`config.mk`:
```
export PLATFORM = sky130hd
export DESIGN_NAME = lsfe_ctrl
export DESIGN_NICKNAME = d
export VERILOG_FILES = /design/src/rtl/core/lsfe_pkg.sv /design/src/rtl/core/lsfe_ctrl.sv
export SDC_FILE = /design/constraint.sdc
export NUM_CORES = 1
export LEC_CHECK = 0
export ABC_AREA = 1
export BUFFER_PORTS_ARGS = -buffer_cell sky130_fd_sc_hd__buf_4
export CAP_MARGIN = 0
export CORE_ASPECT_RATIO = 1.75
export CORE_UTILIZATION = 30
export CTS_CLUSTER_SIZE = 30
export DETAILED_ROUTE_END_ITERATION = 6
export PLACE_DENSITY = 0.59
export SLEW_MARGIN = 20
export SYNTH_ARGS = -nofsm -noshare
export SYNTH_HDL_FRONTEND = slang
export SYNTH_SLANG_ARGS = --single-unit
export TNS_END_PERCENT = 5
```
`constraint.sdc`:
```
create_clock -name clk -period 6.7 [get_ports clk]
set_input_delay 0.335 -clock clk [delete_from_list [all_inputs] [get_ports clk]]
set_output_delay 0.335 -clock clk [all_outputs]
set_load 0.05 [all_outputs]
```
`src/rtl/core/lsfe_pkg.sv`:
```
`timescale 1ns / 1ps
// ----------------------------------------------------------------------------
// LED strip frame encoder package
// Request/result types, controller states and the three-bit line encoding.
// ----------------------------------------------------------------------------
package lsfe_pkg;

  localparam int NUM_PIXELS_W = 9;

  localparam logic REQ_FILL = 1'b0;
  localparam logic REQ_READ = 1'b1;

  localparam logic [1:0] LAST_BYTE = 2'd2;

  typedef struct packed {
    logic       req_type;
    logic [7:0] first_led;
    logic [7:0] last_led;
    logic [7:0] red;
    logic [7:0] green;
    logic [7:0] blue;
  } lsfe_req_t;

  typedef struct packed {
    logic       status;
    logic [7:0] spi_byte;
    logic       frame_last;
  } lsfe_rsp_t;

  typedef enum logic [1:0] {
    ST_IDLE,
    ST_FILL,
    ST_READ
  } lsfe_state_t;

  typedef enum logic [1:0] {
    COL_GREEN,
    COL_RED,
    COL_BLUE
  } lsfe_col_t;

  // One byte of the line stream: color channel col of pixel grb, byte bsel
  // of its 24 line bits (high byte first). One bit -> 110, zero bit -> 100.
  function automatic logic [7:0] encode_byte(logic [23:0] grb, lsfe_col_t col,
                                             logic [1:0] bsel);
    logic [7:0]  c;
    logic [23:0] line;
    logic [7:0]  b;
    case (col)
      COL_GREEN: c = grb[23:16];
      COL_RED:   c = grb[15:8];
      default:   c = grb[7:0];
    endcase
    for (int i = 0; i < 8; i++) begin
      line[3*i +: 3] = {1'b1, c[i], 1'b0};
    end
    case (bsel)
      2'd0:    b = line[23:16];
      2'd1:    b = line[15:8];
      default: b = line[7:0];
    endcase
    return b;
  endfunction

endpackage

```
`src/rtl/core/lsfe_ctrl.sv`:
```
`timescale 1ns / 1ps
// ----------------------------------------------------------------------------
// LED strip frame encoder controller
// Accepts requests, walks fill ranges into the store and steps the frame
// read pointer (header byte, pixel, color channel, line byte).
// ----------------------------------------------------------------------------
module lsfe_ctrl #(
  parameter int ADDR_W = 8,
  parameter int N_W    = 9
) (
  input  logic                clk,
  input  logic                rst,
  input  logic                start,
  input  lsfe_pkg::lsfe_req_t request,
  input  logic [N_W-1:0]      n,
  input  logic                ram_ready,
  input  logic [23:0]         rdata,
  output logic                busy,
  output logic                done,
  output lsfe_pkg::lsfe_rsp_t result,
  output logic                we,
  output logic [ADDR_W-1:0]   waddr,
  output logic [23:0]         wdata,
  output logic [ADDR_W-1:0]   raddr
);

  lsfe_pkg::lsfe_state_t state, state_next;
  lsfe_pkg::lsfe_req_t   req;
  lsfe_pkg::lsfe_col_t   col;
  logic [7:0]            fill_idx;
  logic                  hdr;
  logic [ADDR_W-1:0]     pix;
  logic [1:0]            bsel;

  logic accept;
  logic reject;
  logic restart;
  logic pix_last;

  assign accept   = start && !busy;
  assign reject   = (request.first_led > request.last_led) ||
                    (N_W'(request.last_led) >= n);
  // pointer at the header or past a shrunk frame: emit the leading zero byte
  assign restart  = hdr || (N_W'(pix) >= n);
  assign pix_last = (N_W'(pix) + N_W'(1) == n) && (col == lsfe_pkg::COL_BLUE) &&
                    (bsel == lsfe_pkg::LAST_BYTE);

  always_comb begin
    state_next = state;
    unique case (state)
      lsfe_pkg::ST_IDLE: begin
        if (accept) begin
          if (request.req_type == lsfe_pkg::REQ_FILL) begin
            if (!reject) state_next = lsfe_pkg::ST_FILL;
          end else if (!restart) begin
            state_next = lsfe_pkg::ST_READ;
          end
        end
      end
      lsfe_pkg::ST_FILL: begin
        if (fill_idx == req.last_led) state_next = lsfe_pkg::ST_IDLE;
      end
      lsfe_pkg::ST_READ: state_next = lsfe_pkg::ST_IDLE;
      default:           state_next = lsfe_pkg::ST_IDLE;
    endcase
  end

  always_comb begin
    busy  = (state != lsfe_pkg::ST_IDLE) || !ram_ready;
    we    = (state == lsfe_pkg::ST_FILL);
    waddr = ADDR_W'(fill_idx);
    wdata = {req.green, req.red, req.blue};
    raddr = pix;
  end

  always_ff @(posedge clk) begin
    if (rst) begin
      state <= lsfe_pkg::ST_IDLE;
      done  <= 1'b0;
      hdr   <= 1'b1;
      pix   <= '0;
      col   <= lsfe_pkg::COL_GREEN;
      bsel  <= 2'd0;
    end else begin
      state <= state_next;
      done  <= 1'b0;
      case (state)
        lsfe_pkg::ST_IDLE: begin
          if (accept) begin
            req      <= request;
            fill_idx <= request.first_led;
            if (request.req_type == lsfe_pkg::REQ_FILL) begin
              if (reject) begin
                done   <= 1'b1;
                result <= '{status: 1'b1, spi_byte: 8'h00, frame_last: 1'b0};
              end
            end else if (restart) begin
              done   <= 1'b1;
              result <= '{status: 1'b0, spi_byte: 8'h00, frame_last: (n == '0)};
              hdr    <= (n == '0);
              pix    <= '0;
              col    <= lsfe_pkg::COL_GREEN;
              bsel   <= 2'd0;
            end
          end
        end
        lsfe_pkg::ST_FILL: begin
          fill_idx <= fill_idx + 8'd1;
          if (fill_idx == req.last_led) begin
            done   <= 1'b1;
            result <= '{status: 1'b0, spi_byte: 8'h00, frame_last: 1'b0};
          end
        end
        lsfe_pkg::ST_READ: begin
          done   <= 1'b1;
          result <= '{status: 1'b0,
                      spi_byte: lsfe_pkg::encode_byte(rdata, col, bsel),
                      frame_last: pix_last};
          if (pix_last) begin
            hdr <= 1'b1;
          end else if (bsel == lsfe_pkg::LAST_BYTE) begin
            bsel <= 2'd0;
            case (col)
              lsfe_pkg::COL_GREEN: col <= lsfe_pkg::COL_RED;
              lsfe_pkg::COL_RED:   col <= lsfe_pkg::COL_BLUE;
              default: begin
                col <= lsfe_pkg::COL_GREEN;
                pix <= pix + 1'b1;
              end
            endcase
          end else begin
            bsel <= bsel + 2'd1;
          end
        end
        default: ;
      endcase
    end
  end

endmodule

```
==> metrics.txt, run 1 <==
result of the run finished, final reports clean; clock tree root driver cell sky130_fd_sc_hd__clkbuf_16; Setup TNS Final 0 ns; total grt overflow 0; maximum fanout encountered on the critical timing path 14; min cycle time layout 2.430 ns; Worst Clk Skew 0.009811 ns; clock network fraction of design power 0.371; drt first-iter violations 149; cell type with the largest total area after synthesis sky130_fd_sc_hd__edfxtp_1; worst hold path startpoint request[18]; total clock buffers created by CTS 9; number of antenna violations at the first check in global routing 0; worst hold slack 0.1775 ns; Max transition margin 0.4355; total of flip-flops plus latches after synthesis 66; post-detailed-placement half-perimeter wirelength 9761 µm; most used cell along the critical path sky130_fd_sc_hd__nand2_1; drt pass-1 iters 7; number of standard cells after synthesis 511; sequential-to-total area share from yosys stat 0.4318; nature of the critical path endpoint flop; boundary pin count 131; dominant delay contributor by cell family on the critical path buffers and inverters; transition time at the pin with the least slew margin 0.8468 ns; fraction of final layout cells with drive strength greater than 1 0.2687; met3 routing resource usage after global routing 0.02921; average instance area after synthesis 8.256 µm²; number of vias in the routed layout 3,875; slowest CP cell sky130_fd_sc_hd__ha_1; worst skew pair latency 0.33 ns; DR DRC count 0; number of port buffers 130; internal cell power 0.8673 mW; met2 usage in global routing 0.3226; top area cells in the synthesized netlist sky130_fd_sc_hd__edfxtp_1 (36%), sky130_fd_sc_hd__nand2_1 (12%), sky130_fd_sc_hd__ha_1 (8.9%); Clock Tree Buf Depth 2; clock-pin slew reported for the worst setup and hold paths after clock tree synthesis 0.06 ns; Psw 0.4095 mW; area share of the leading cell type in the synthesized netlist 0.3559; wire length per cell after detailed routing 14.90 µm; initial cell density of the core 0.3049; power density over the cells 230.8 nW/µm²; GRT Resource Usage Total 0.1706; first-pass GRT wire length 18,990 µm; pin count of the biggest net entering global routing 33; Final Routed Wirelength 12,010 µm; met1 track demand over resource in global routing 0.1695; Worst Reg-to-Reg Cells 11; Post-synth EDFFs 50; area of the die 14,560 µm²; largest voltage drop on the vdd net 0.0001500 V; Rows 57; cell depth of the worst hold path 1; cell area after synthesis 4219 µm²; endpoint of the worst hold path wdata[10]; number of antenna repair diodes 0; switching portion of total power 0.3207; final hold violation count 0; post-cts sizing count 0; element type at the critical path start flop; number of distinct library cells after synthesis 34; unrepaired setup endpoints after global routing false; # clock sinks 66; most used routing layer met2; capture point of the worst reg-to-reg path raddr[5]; Die X-Extent 91.65 µm; number of nets in the layout 732; post-layout utilization of the core 0.3998; Maximum Capacitance Violations 0; Final GP Congestion 0.9005; area of the core 13,840 µm²; final setup violation count 0; via count of the first global-routing pass 3,800; type of the worst min-delay path in -> reg; final non-filler cell total 806; DR vias/cell 4.808; launch point of the worst reg-to-reg path state[0]; post-synthesis to final-layout area growth 31.11%; P_leak 2.551 nW; net count after synthesis 619; most used flip-flop cell after synthesis sky130_fd_sc_hd__edfxtp_1; buffering stage count on the worst path with inverters included 4; Ys Warns 0; Max Slew Vio Count 0; ys async rst share 0; worst setup slack for register-to-register paths 4.27 ns; final critical-path share of the clock period 0.3626; depth of the CTS H-tree 3; clock tree from TritonCTS yes; number of routed nets with antenna violations 0; Hold Buf Count CTS 0; post-CTS repair timing setup buffer count 0; portion of total power attributed to sequential cells 0.387; Worst Path Class, Setup reg -> reg; data required time of the critical path 6.93 ns; top library cells by usage in the layout, fill and taps aside sky130_fd_sc_hd__nand2_1 (132), sky130_fd_sc_hd__buf_4 (132), sky130_fd_sc_hd__inv_1 (59); highest clock frequency the design can meet 0.4116 GHz; Inst Count DP 790; crit-path cells inv_1, ha_1, inv_1, nand2_1, o21ai_0, nand2_1, clkinv_1, nand3_4, nand2_1, clkinv_1, nor2_1; Worst EP arrival 2.66 ns; die height 158.9 µm; Slowest Stage Delay on Critical Path 0.59 ns; Comb power frac 0.242
## Yosys cell counts (3+ instances only)
cell and number:
sky130_fd_sc_hd__nand2_1 132, sky130_fd_sc_hd__inv_1 59, sky130_fd_sc_hd__edfxtp_1 50, sky130_fd_sc_hd__nor2_1 41, sky130_fd_sc_hd__nand3_1 32, sky130_fd_sc_hd__ha_1 30
sky130_fd_sc_hd__nand4_1 27, sky130_fd_sc_hd__buf_4 24, sky130_fd_sc_hd__a21oi_1 20, sky130_fd_sc_hd__o21ai_0 17, sky130_fd_sc_hd__dfxtp_1 16, sky130_fd_sc_hd__clkinv_1 9
sky130_fd_sc_hd__xnor2_1 9, sky130_fd_sc_hd__nor3_1 6, sky130_fd_sc_hd__nand3_2 4, sky130_fd_sc_hd__nor2_2 4, sky130_fd_sc_hd__or2_2 4, sky130_fd_sc_hd__a311o_1 3
sky130_fd_sc_hd__buf_2 3, sky130_fd_sc_hd__clkbuf_1 3
## per-layer routing
metal	part of all wire	wire, µm	up-vias
li1	-	-	1915
met1	0.36	4310	1777
met2	0.55	6558	146
met3	0.046	552	37
met4	0.049	592	0
met5	0	0	-
## power groups by stage
| stage | clock (mW) | combinational (mW) | sequential (mW) |
|---|---|---|---|
| global route | 0.501 | 0.340 | 0.498 |
| finish | 0.474 | 0.309 | 0.494 |
| detailed placement | 0 | 0.310 | 0.503 |
| CTS | 0.487 | 0.312 | 0.494 |
| global placement | 0 | 0.307 | 0.503 |
| floorplan | 0 | 0.165 | 0.537 |
## cell families after synthesis
family / share of synthesized area
AO/OA/AOI/OAI: 0.06584
flip-flops: 0.4318
adder cells (fa/ha/maj): 0.08897
buffers and inverters: 0.1103
AND/OR/NAND/NOR: 0.2823
XOR/XNOR: 0.02076
## how the worst max path moves through the flow
stage | from | to | slack, ns | cells past startpoint
detailed placement | n[2] | col[0] | 4.28 | 15
global route | state[0] | raddr[2] | 4.06 | 11
global placement | raddr[4] | result[2] | 4.30 | 9
finish | state[0] | raddr[5] | 4.27 | 11
CTS | state[0] | waddr[1] | 4.28 | 6
floorplan | raddr[0] | result[0] | 3.85 | 9
## cell type report
type	instances	area [µm²]
multi-input combinational	346	1934
clock buffer	9	225.2
sequential	66	1822
timing repair buffer	132	991.0
fill	1404	8304
tap	177	221.5
inverter	69	259.0
clock inverter	7	78.83
## flip-flops by register name, indices dropped and copies added (netlist names)
name,flops
bsel,2
col,2
done,1
hdr,1
raddr,8
req,8
result,10
state,2
waddr,8
wdata,24
## per-stage QoR
stage / cell area, µm² / setup slack [ns] / power (mW)
after floorplan: 4219 / 3.846 / 0.7017
after global placement: 5228 / 4.302 / 0.8100
after detailed placement: 5228 / 4.280 / 0.8133
after CTS: 5532 / 4.277 / 1.293
after global routing: 5532 / 4.058 / 1.339
final: 5532 / 4.270 / 1.277
(Power assumes the default switching activity.)
==> inputs of run 2 (changes only) <==
Settings changed: ABC_AREA 1 to 0, PLACE_DENSITY 0.59 to 0.6.
Clock period 6.7 ns to 2 ns, I/O delays scaled along.
==> run 2 against run 1 <==
Effect of this change: first-iteration DRC count grew 9.4%; critical path type unchanged; design area grew 18%; the flow now finishes with violations (negative setup slack); highest routed layer unchanged; critical endpoint is now result[1]; synthesized cell count shrank 19%; total power grew to 4.0 times the previous value.
==> metrics.txt, run 2 <==
most used flip-flop cell after synthesis sky130_fd_sc_hd__edfxtp_1; Max Slew Vio Count 0 (unchanged); final setup violation count 27 (+27); Slowest Stage Delay on Critical Path 0.37 ns (-0.22 ns); slowest CP cell sky130_fd_sc_hd__dfxtp_4; Final GP Congestion 0.8933 (-0.80%); launch point of the worst reg-to-reg path raddr[0]; final hold violation count 0 (unchanged); Die X-Extent 92.43 µm (+0.85%); Ys Warns 0 (unchanged); worst setup slack after layout -0.3552 ns (-4.626 ns); wire length per cell after detailed routing 16.42 µm (+10%); maximum fanout encountered on the critical timing path 10 (-4); worst hold path startpoint request[31]; DR vias/cell 4.991 (+3.8%); Clock Tree Buf Depth 2 (unchanged); cell area after synthesis 4293 µm² (+1.7%); final cell area excluding filler cells 6549 µm² (+18%); average instance area after synthesis 10.34 µm² (+25%); number of antenna repair diodes 0 (unchanged); worst hold slack 0.06178 ns (-0.1157 ns); Power, Total 5.107 mW (+300%); depth of the CTS H-tree 3 (unchanged); total clock buffers created by CTS 9 (unchanged); number of vias in the routed layout 3,973 (+2.5%); Placed Area 5824 µm² (+11%); dpl ws -0.4206 ns (-4.701 ns); transition time at the pin with the least slew margin 0.4618 ns (-0.3850 ns); top area cells in the synthesized netlist sky130_fd_sc_hd__edfxtp_1 (35%), sky130_fd_sc_hd__ha_1 (8.7%), sky130_fd_sc_hd__dfxtp_1 (7.5%); pin count of the biggest net entering global routing 33 (unchanged); clock tree root driver cell sky130_fd_sc_hd__clkbuf_16; drt first-iter violations 163 (+9.4%); Rows 57 (unchanged); Post-synth EDFFs 50 (unchanged); sequential-to-total area share from yosys stat 0.4244 (-0.007425); Maximum Capacitance Violations 0 (unchanged); via count of the first global-routing pass 4,274 (+12%); P_leak 2.765 nW (+8.4%); crit-path cells inv_4, ha_4, nand2b_4, a2111oi_4, o311ai_2, a211o_1, o21ai_2, a2111oi_4, buf_6; clock tree from TritonCTS yes; number of standard cells after synthesis 415 (-19%); cell type with the largest total area after synthesis sky130_fd_sc_hd__edfxtp_1; post-synthesis to final-layout area growth 52.55%; total number of cells along the worst setup path 9 (-2); largest voltage drop on the vdd net 0.0003756 V (+150%); result of the run finished, violations left; unrepaired setup endpoints after global routing true; top library cells by usage in the layout, fill and taps aside sky130_fd_sc_hd__buf_4 (196), sky130_fd_sc_hd__edfxtp_1 (50), sky130_fd_sc_hd__inv_1 (31); number of port buffers 130 (unchanged); layout filler cell count 1,319 (-6.1%); die height 160.2 µm (+0.86%); most used standard cell by instance count after synthesis sky130_fd_sc_hd__edfxtp_1; nature of the critical path endpoint flop; initial cell density of the core 0.3087 (+0.003744); Worst Clk Skew 0.01381 ns (+0.003999 ns); cell depth of the worst hold path 2 (+1); element type at the critical path start flop; worst setup slack for register-to-register paths -0.36 ns (-4.63 ns); DR DRC count 0 (unchanged); area of the core 13,910 µm² (+0.52%); # clock sinks 66 (unchanged); number of distinct library cells after synthesis 64 (+88%); net count after synthesis 523 (-16%); first-pass GRT wire length 20,700 µm (+9.0%); capture point of the worst reg-to-reg path result[1]; highest clock frequency the design can meet 0.4246 GHz (+3.2%); number of antenna violations at the first check in global routing 0 (unchanged); Max transition margin 0.6893 (+0.2538); Worst Path Class, Setup reg -> reg; post-detailed-placement half-perimeter wirelength 10,370 µm (+6.2%); register cell area after layout 1833 µm² (+0.62%); clock-pin slew reported for the worst setup and hold paths after clock tree synthesis 0.06 ns (about the same); total of flip-flops plus latches after synthesis 66 (unchanged); type of the worst min-delay path in -> reg; area share of the leading cell type in the synthesized netlist 0.3498 (-0.006120); area of the die 14,810 µm² (+1.7%); drt pass-1 iters 4 (-3); Worst EP arrival 2.40 ns (-0.26 ns); top post-synthesis cells by count sky130_fd_sc_hd__edfxtp_1 (50), sky130_fd_sc_hd__inv_1 (32), sky130_fd_sc_hd__ha_1 (30), sky130_fd_sc_hd__buf_4 (27), sky130_fd_sc_hd__nand2_1 (24); data required time of the critical path 2.04 ns (-4.89 ns); boundary pin count 131 (unchanged); fraction of final layout cells with drive strength greater than 1 0.4168 (+0.1481); most used cell along the critical path sky130_fd_sc_hd__a2111oi_4; min cycle time layout 2.355 ns (-0.07433 ns); Worst Reg-to-Reg Cells 9 (-2); flip-flop count of the largest register, all copies and words added 24 (unchanged); failing checks negative setup slack; worst skew pair latency 0.34 ns (about the same); ys async rst share 0 (unchanged); endpoint of the worst hold path req[31]; final critical-path share of the clock period 1.178 (+0.8150); GRT Resource Usage Total 0.1813 (+0.01061); dominant delay contributor by cell family on the critical path compound AO/OA/AOI/OAI gates; commonest non-fill, non-tap cell in the layout sky130_fd_sc_hd__buf_4; combined area of the multi-input logic cells 2202 µm² (+14%); buffering stage count on the worst path with inverters included 2 (-2); number of nets in the layout 722 (-1.4%); number of routed nets with antenna violations 0 (unchanged); Setup TNS Final -6.553 ns (-6.553 ns); total grt overflow 0 (unchanged); power density over the cells 779.8 nW/µm² (+240%); Final Routed Wirelength 13,070 µm (+8.8%)
run 2: cell count changes in the layout (fill, tap and decap cells not counted), sizes merged, moves of 7 or more:
cell         before  now
and3              0    7
buf             132  200
clkinv           12    1
dlygate4sd3       0   30
inv              61   32
mux2i             0   10
nand2           134   24
nand3            37   14
nand4            28   12
nor2             45   23
nor4              0    7
xor2              1   16
run 2: worst max-delay path by stage:
stage,startpoint,to
after floorplan,raddr[0],result[0]
after global placement,req[27],result[4]
after detailed placement,waddr[3],result[4]
after CTS,raddr[0],result[4]
after global routing,raddr[0],result[0]
final,raddr[0],result[1]
run 2: per-stage QoR:
| stage | util | instances |
|---|---|---|
| finish | 0.4709 | 796 |
| global route | 0.4709 | 796 |
| CTS | 0.4695 | 796 |
| detailed placement | 0.4188 | 750 |
| global placement | 0.4188 | 750 |
| floorplan | - | 415 |
run 2: final cells by class:
type	instances	area share
well taps	177	0.03382
repair buffers	230	0.2801
clock inverters	5	0.01567
flip-flops and latches	66	0.2799
clock buffers	11	0.03554
multi-input cells	275	0.3363
inverters	32	0.01872
run 2: layer usage:
| layer | GRT usage | wire, µm | up-vias |
|---|---|---|---|
| met5 | 0 | 0 | - |
| met4 | 0.09943 | 560 | 0 |
| met3 | 0.03095 | 701 | 35 |
| met2 | 0.3495 | 7247 | 158 |
| met1 | 0.1763 | 4563 | 1852 |
| li1 | - | - | 1928 |
run 2: logic make-up (layout without fill, tap and decap cells):
family / Yosys count / in the layout / share of synthesized area
and+or+nand+nor: 115 / 115 / 0.1492
buffers and inverters: 74 / 278 / 0.09210
muxes: 14 / 14 / 0.03381
DFF: 66 / 66 / 0.4244
adders and majority gates: 30 / 30 / 0.08744
AOI/OAI and AO/OA: 94 / 94 / 0.1638
xor gates and xnor gates: 22 / 22 / 0.04926
run 2: repair_timing:
| item | 4_1_cts | 5_1_grt |
|---|---|---|
| pin swaps | 4 | 0 |
| gates resized for setup | 13 | 5 |
| setup endpoints to repair | 27 | 27 |
| hold endpoints to repair | 30 | 0 |
| setup buffers | 0 | 0 |
| hold buffers | 30 | 0 |
run 2: power breakdown:
| part | switching (mW) | internal [mW] | total (mW) |
|---|---|---|---|
| Sequential | 0.0561 | 1.64 | 1.70 |
| Combinational | 0.978 | 0.635 | 1.61 |
| Clock | 0.581 | 1.22 | 1.80 |
| Total | 1.62 | 3.49 | 5.11 |
==> inputs of run 3 (changes only) <==
Settings changed: ABC_AREA 0 to 1.
==> run 3 against run 2 <==
Effect of this change: the flow still finishes with violations (negative setup slack); sequential power decreased by 4%; design area decreased by 3.0%; worst setup slack improved by 0.32 ns; via count increased by 3.5%; fmax increased by 16%; sequential share of layout area increased by 1.1 points; core utilization decreased by 1.2 points; cell count increased by 9.5%; count of clock-buffer cells in the layout decreased by 2; global-route usage about the same; critical endpoint is now result[6]; highest routed layer unchanged.
==> metrics.txt, run 3 (synthesis gave the netlist of run 1 again) <==
result of the run finished, violations left; failing checks negative setup slack; Final Routed Wirelength 12,930 µm (-1.1%); Slowest Stage Delay on Critical Path 0.37 ns (about the same); buffering stage count on the worst path with inverters included 2 (unchanged); combined area of the multi-input logic cells 2107 µm² (-4.3%); cell depth of the worst hold path 3 (+1); post-synthesis to final-layout area growth 50.62%; worst setup slack after layout -0.03801 ns (+0.3172 ns); clock tree from TritonCTS yes; via count of the first global-routing pass 4,451 (+4.1%); Worst Clk Skew 0.008158 ns (-0.005652 ns); maximum fanout encountered on the critical timing path 5 (-5); GRT Resource Usage Total 0.1812 (about the same); DR vias/cell 4.716 (-5.5%); boundary pin count 131 (unchanged); total grt overflow 0 (unchanged); number of routed nets with antenna violations 0 (unchanged); top library cells by usage in the layout, fill and taps aside sky130_fd_sc_hd__buf_4 (160), sky130_fd_sc_hd__nand2_1 (126), sky130_fd_sc_hd__inv_1 (57); Maximum Capacitance Violations 0 (unchanged); first-pass GRT wire length 20,640 µm (-0.27%); Worst Path Class, Setup reg -> reg; unrepaired setup endpoints after global routing true; worst hold slack 0.05988 ns (-0.001902 ns); depth of the CTS H-tree 3 (unchanged); highest clock frequency the design can meet 0.4907 GHz (+16%); endpoint of the worst hold path waddr[1]; transition time at the pin with the least slew margin 0.4813 ns (+0.01942 ns); post-detailed-placement half-perimeter wirelength 10,040 µm (-3.1%); clock-pin slew reported for the worst setup and hold paths after clock tree synthesis 0.06 ns (about the same); drt first-iter violations 157 (-3.7%); most used cell along the critical path sky130_fd_sc_hd__nand4_1; largest voltage drop on the vdd net 0.0003660 V (-2.6%); type of the worst min-delay path in -> reg; final non-filler cell total 872 (+9.5%); power density over the cells 707.1 nW/µm² (-9.3%); Setup TNS Final -0.3678 ns (+6.185 ns); number of port buffers 130 (unchanged); nature of the critical path endpoint flop; dominant delay contributor by cell family on the critical path simple AND/OR/NAND/NOR gates; launch point of the worst reg-to-reg path raddr[6]; capture point of the worst reg-to-reg path result[6]; number of antenna repair diodes 0 (unchanged); data required time of the critical path 2.05 ns (about the same); Rows 57 (unchanged); number of vias in the routed layout 4,112 (+3.5%); area of the core 13,840 µm² (-0.51%); Clock Tree Buf Depth 2 (unchanged); Metal-1 WL 4571 µm (+0.18%); slowest CP cell sky130_fd_sc_hd__dfxtp_4; pin count of the biggest net entering global routing 33 (unchanged); min cycle time layout 2.038 ns (-0.3172 ns); Die X-Extent 91.65 µm (-0.84%); Placed Area 5603 µm² (-3.8%); die height 158.9 µm (-0.85%); Max transition margin 0.6780 (-0.01129); area of the die 14,560 µm² (-1.7%); register cell area after layout 1849 µm² (+0.89%); total clock buffers created by CTS 9 (unchanged); worst skew pair latency 0.33 ns (about the same); worst setup slack for register-to-register paths -0.04 ns (+0.32 ns); post-layout utilization of the core 0.4593 (-0.01159); Worst Reg-to-Reg Cells 9 (unchanged); Power, Total 4.494 mW (-12%); crit-path cells ha_4, nand4_1, nand3b_1, nand4_1, or2_4, nand2_4, a211oi_4, buf_6, buf_16; layout filler cell count 1,373 (+4.1%); Final GP Congestion 0.8656 (-3.1%); wire length per cell after detailed routing 14.83 µm (-9.7%); clock tree root driver cell sky130_fd_sc_hd__clkbuf_16; P_leak 2.873 nW (+3.9%); fraction of final layout cells with drive strength greater than 1 0.3353 (-0.08155); number of antenna violations at the first check in global routing 0 (unchanged); dpl ws -0.1049 ns (+0.3157 ns); final critical-path share of the clock period 1.019 (-0.1586); commonest non-fill, non-tap cell in the layout sky130_fd_sc_hd__buf_4; drt pass-1 iters 5 (+1); flip-flop count of the largest register, all copies and words added 24 (unchanged); element type at the critical path start flop; final cell area excluding filler cells 6355 µm² (-3.0%); final setup violation count 10 (-63%); number of nets in the layout 798 (+11%); Worst EP arrival 2.09 ns (-0.31 ns); worst hold path startpoint request[33]; DR DRC count 0 (unchanged); Inst Count DP 821 (+9.5%); Max Slew Vio Count 0 (unchanged); highest metal used met4; initial cell density of the core 0.3049 (-0.003744); final hold violation count 0 (unchanged); wire length on met3 445 µm (-37%); # clock sinks 66 (unchanged); met2 routed WL 7630 µm (+5.3%)
run 3: worst max-delay path by stage:
| stage | depth (start not counted) | slack, ns | startpoint | end |
|---|---|---|---|---|
| after floorplan | 5 | -0.13 | state[0] | req[24] |
| after global placement | 12 | -0.07 | n[4] | result[5] |
| after detailed placement | 12 | -0.10 | n[4] | result[8] |
| after CTS | 9 | -0.02 | raddr[6] | result[6] |
| after global routing | 15 | -0.11 | raddr[0] | col[1] |
| final | 9 | -0.04 | raddr[6] | result[6] |
run 3: cell type report:
| type | instances | share of cell area |
|---|---|---|
| multi-input cells | 346 | 0.3316 |
| inverters | 69 | 0.04115 |
| clock buffers | 9 | 0.03544 |
| repair buffers | 198 | 0.2552 |
| well taps | 177 | 0.03485 |
| clock inverters | 7 | 0.01083 |
| flip-flops and latches | 66 | 0.2910 |
run 3: what timing repair did:
item                                    4_1_cts  5_1_grt
hold buffers                                 33        0
gates resized for setup                       9       11
endpoints found under the setup margin       21       27
pin swaps                                     7        7
endpoints found under the hold margin        34        0
buffers inserted                              1        0
cloned                                        1        0
run 3: worst reg2reg max path, cell delays in order, from the launching register on:
cell                       delay [ns]
sky130_fd_sc_hd__dfxtp_4         0.37
sky130_fd_sc_hd__ha_4            0.28
sky130_fd_sc_hd__nand4_1         0.12
sky130_fd_sc_hd__nand3b_1        0.19
sky130_fd_sc_hd__nand4_1         0.13
sky130_fd_sc_hd__or2_4           0.14
sky130_fd_sc_hd__nand2_4         0.05
sky130_fd_sc_hd__a211oi_4        0.21
sky130_fd_sc_hd__buf_6           0.15
sky130_fd_sc_hd__buf_16          0.11
run 3: layer usage:
| layer | vias to the layer above | GRT usage |
|---|---|---|
| met1 | 1931 | 0.1686 |
| met2 | 109 | 0.3681 |
| li1 | 2052 | - |
| met5 | - | 0 |
| met4 | 0 | 0.08081 |
| met3 | 20 | 0.02969 |
run 3: power by group:
group / internal [mW] / leakage, nW / switching (mW)
combinational: 0.538 / 2.14 / 0.773
sequential: 1.57 / 0.595 / 0.0582
clock: 0.961 / 0.142 / 0.597
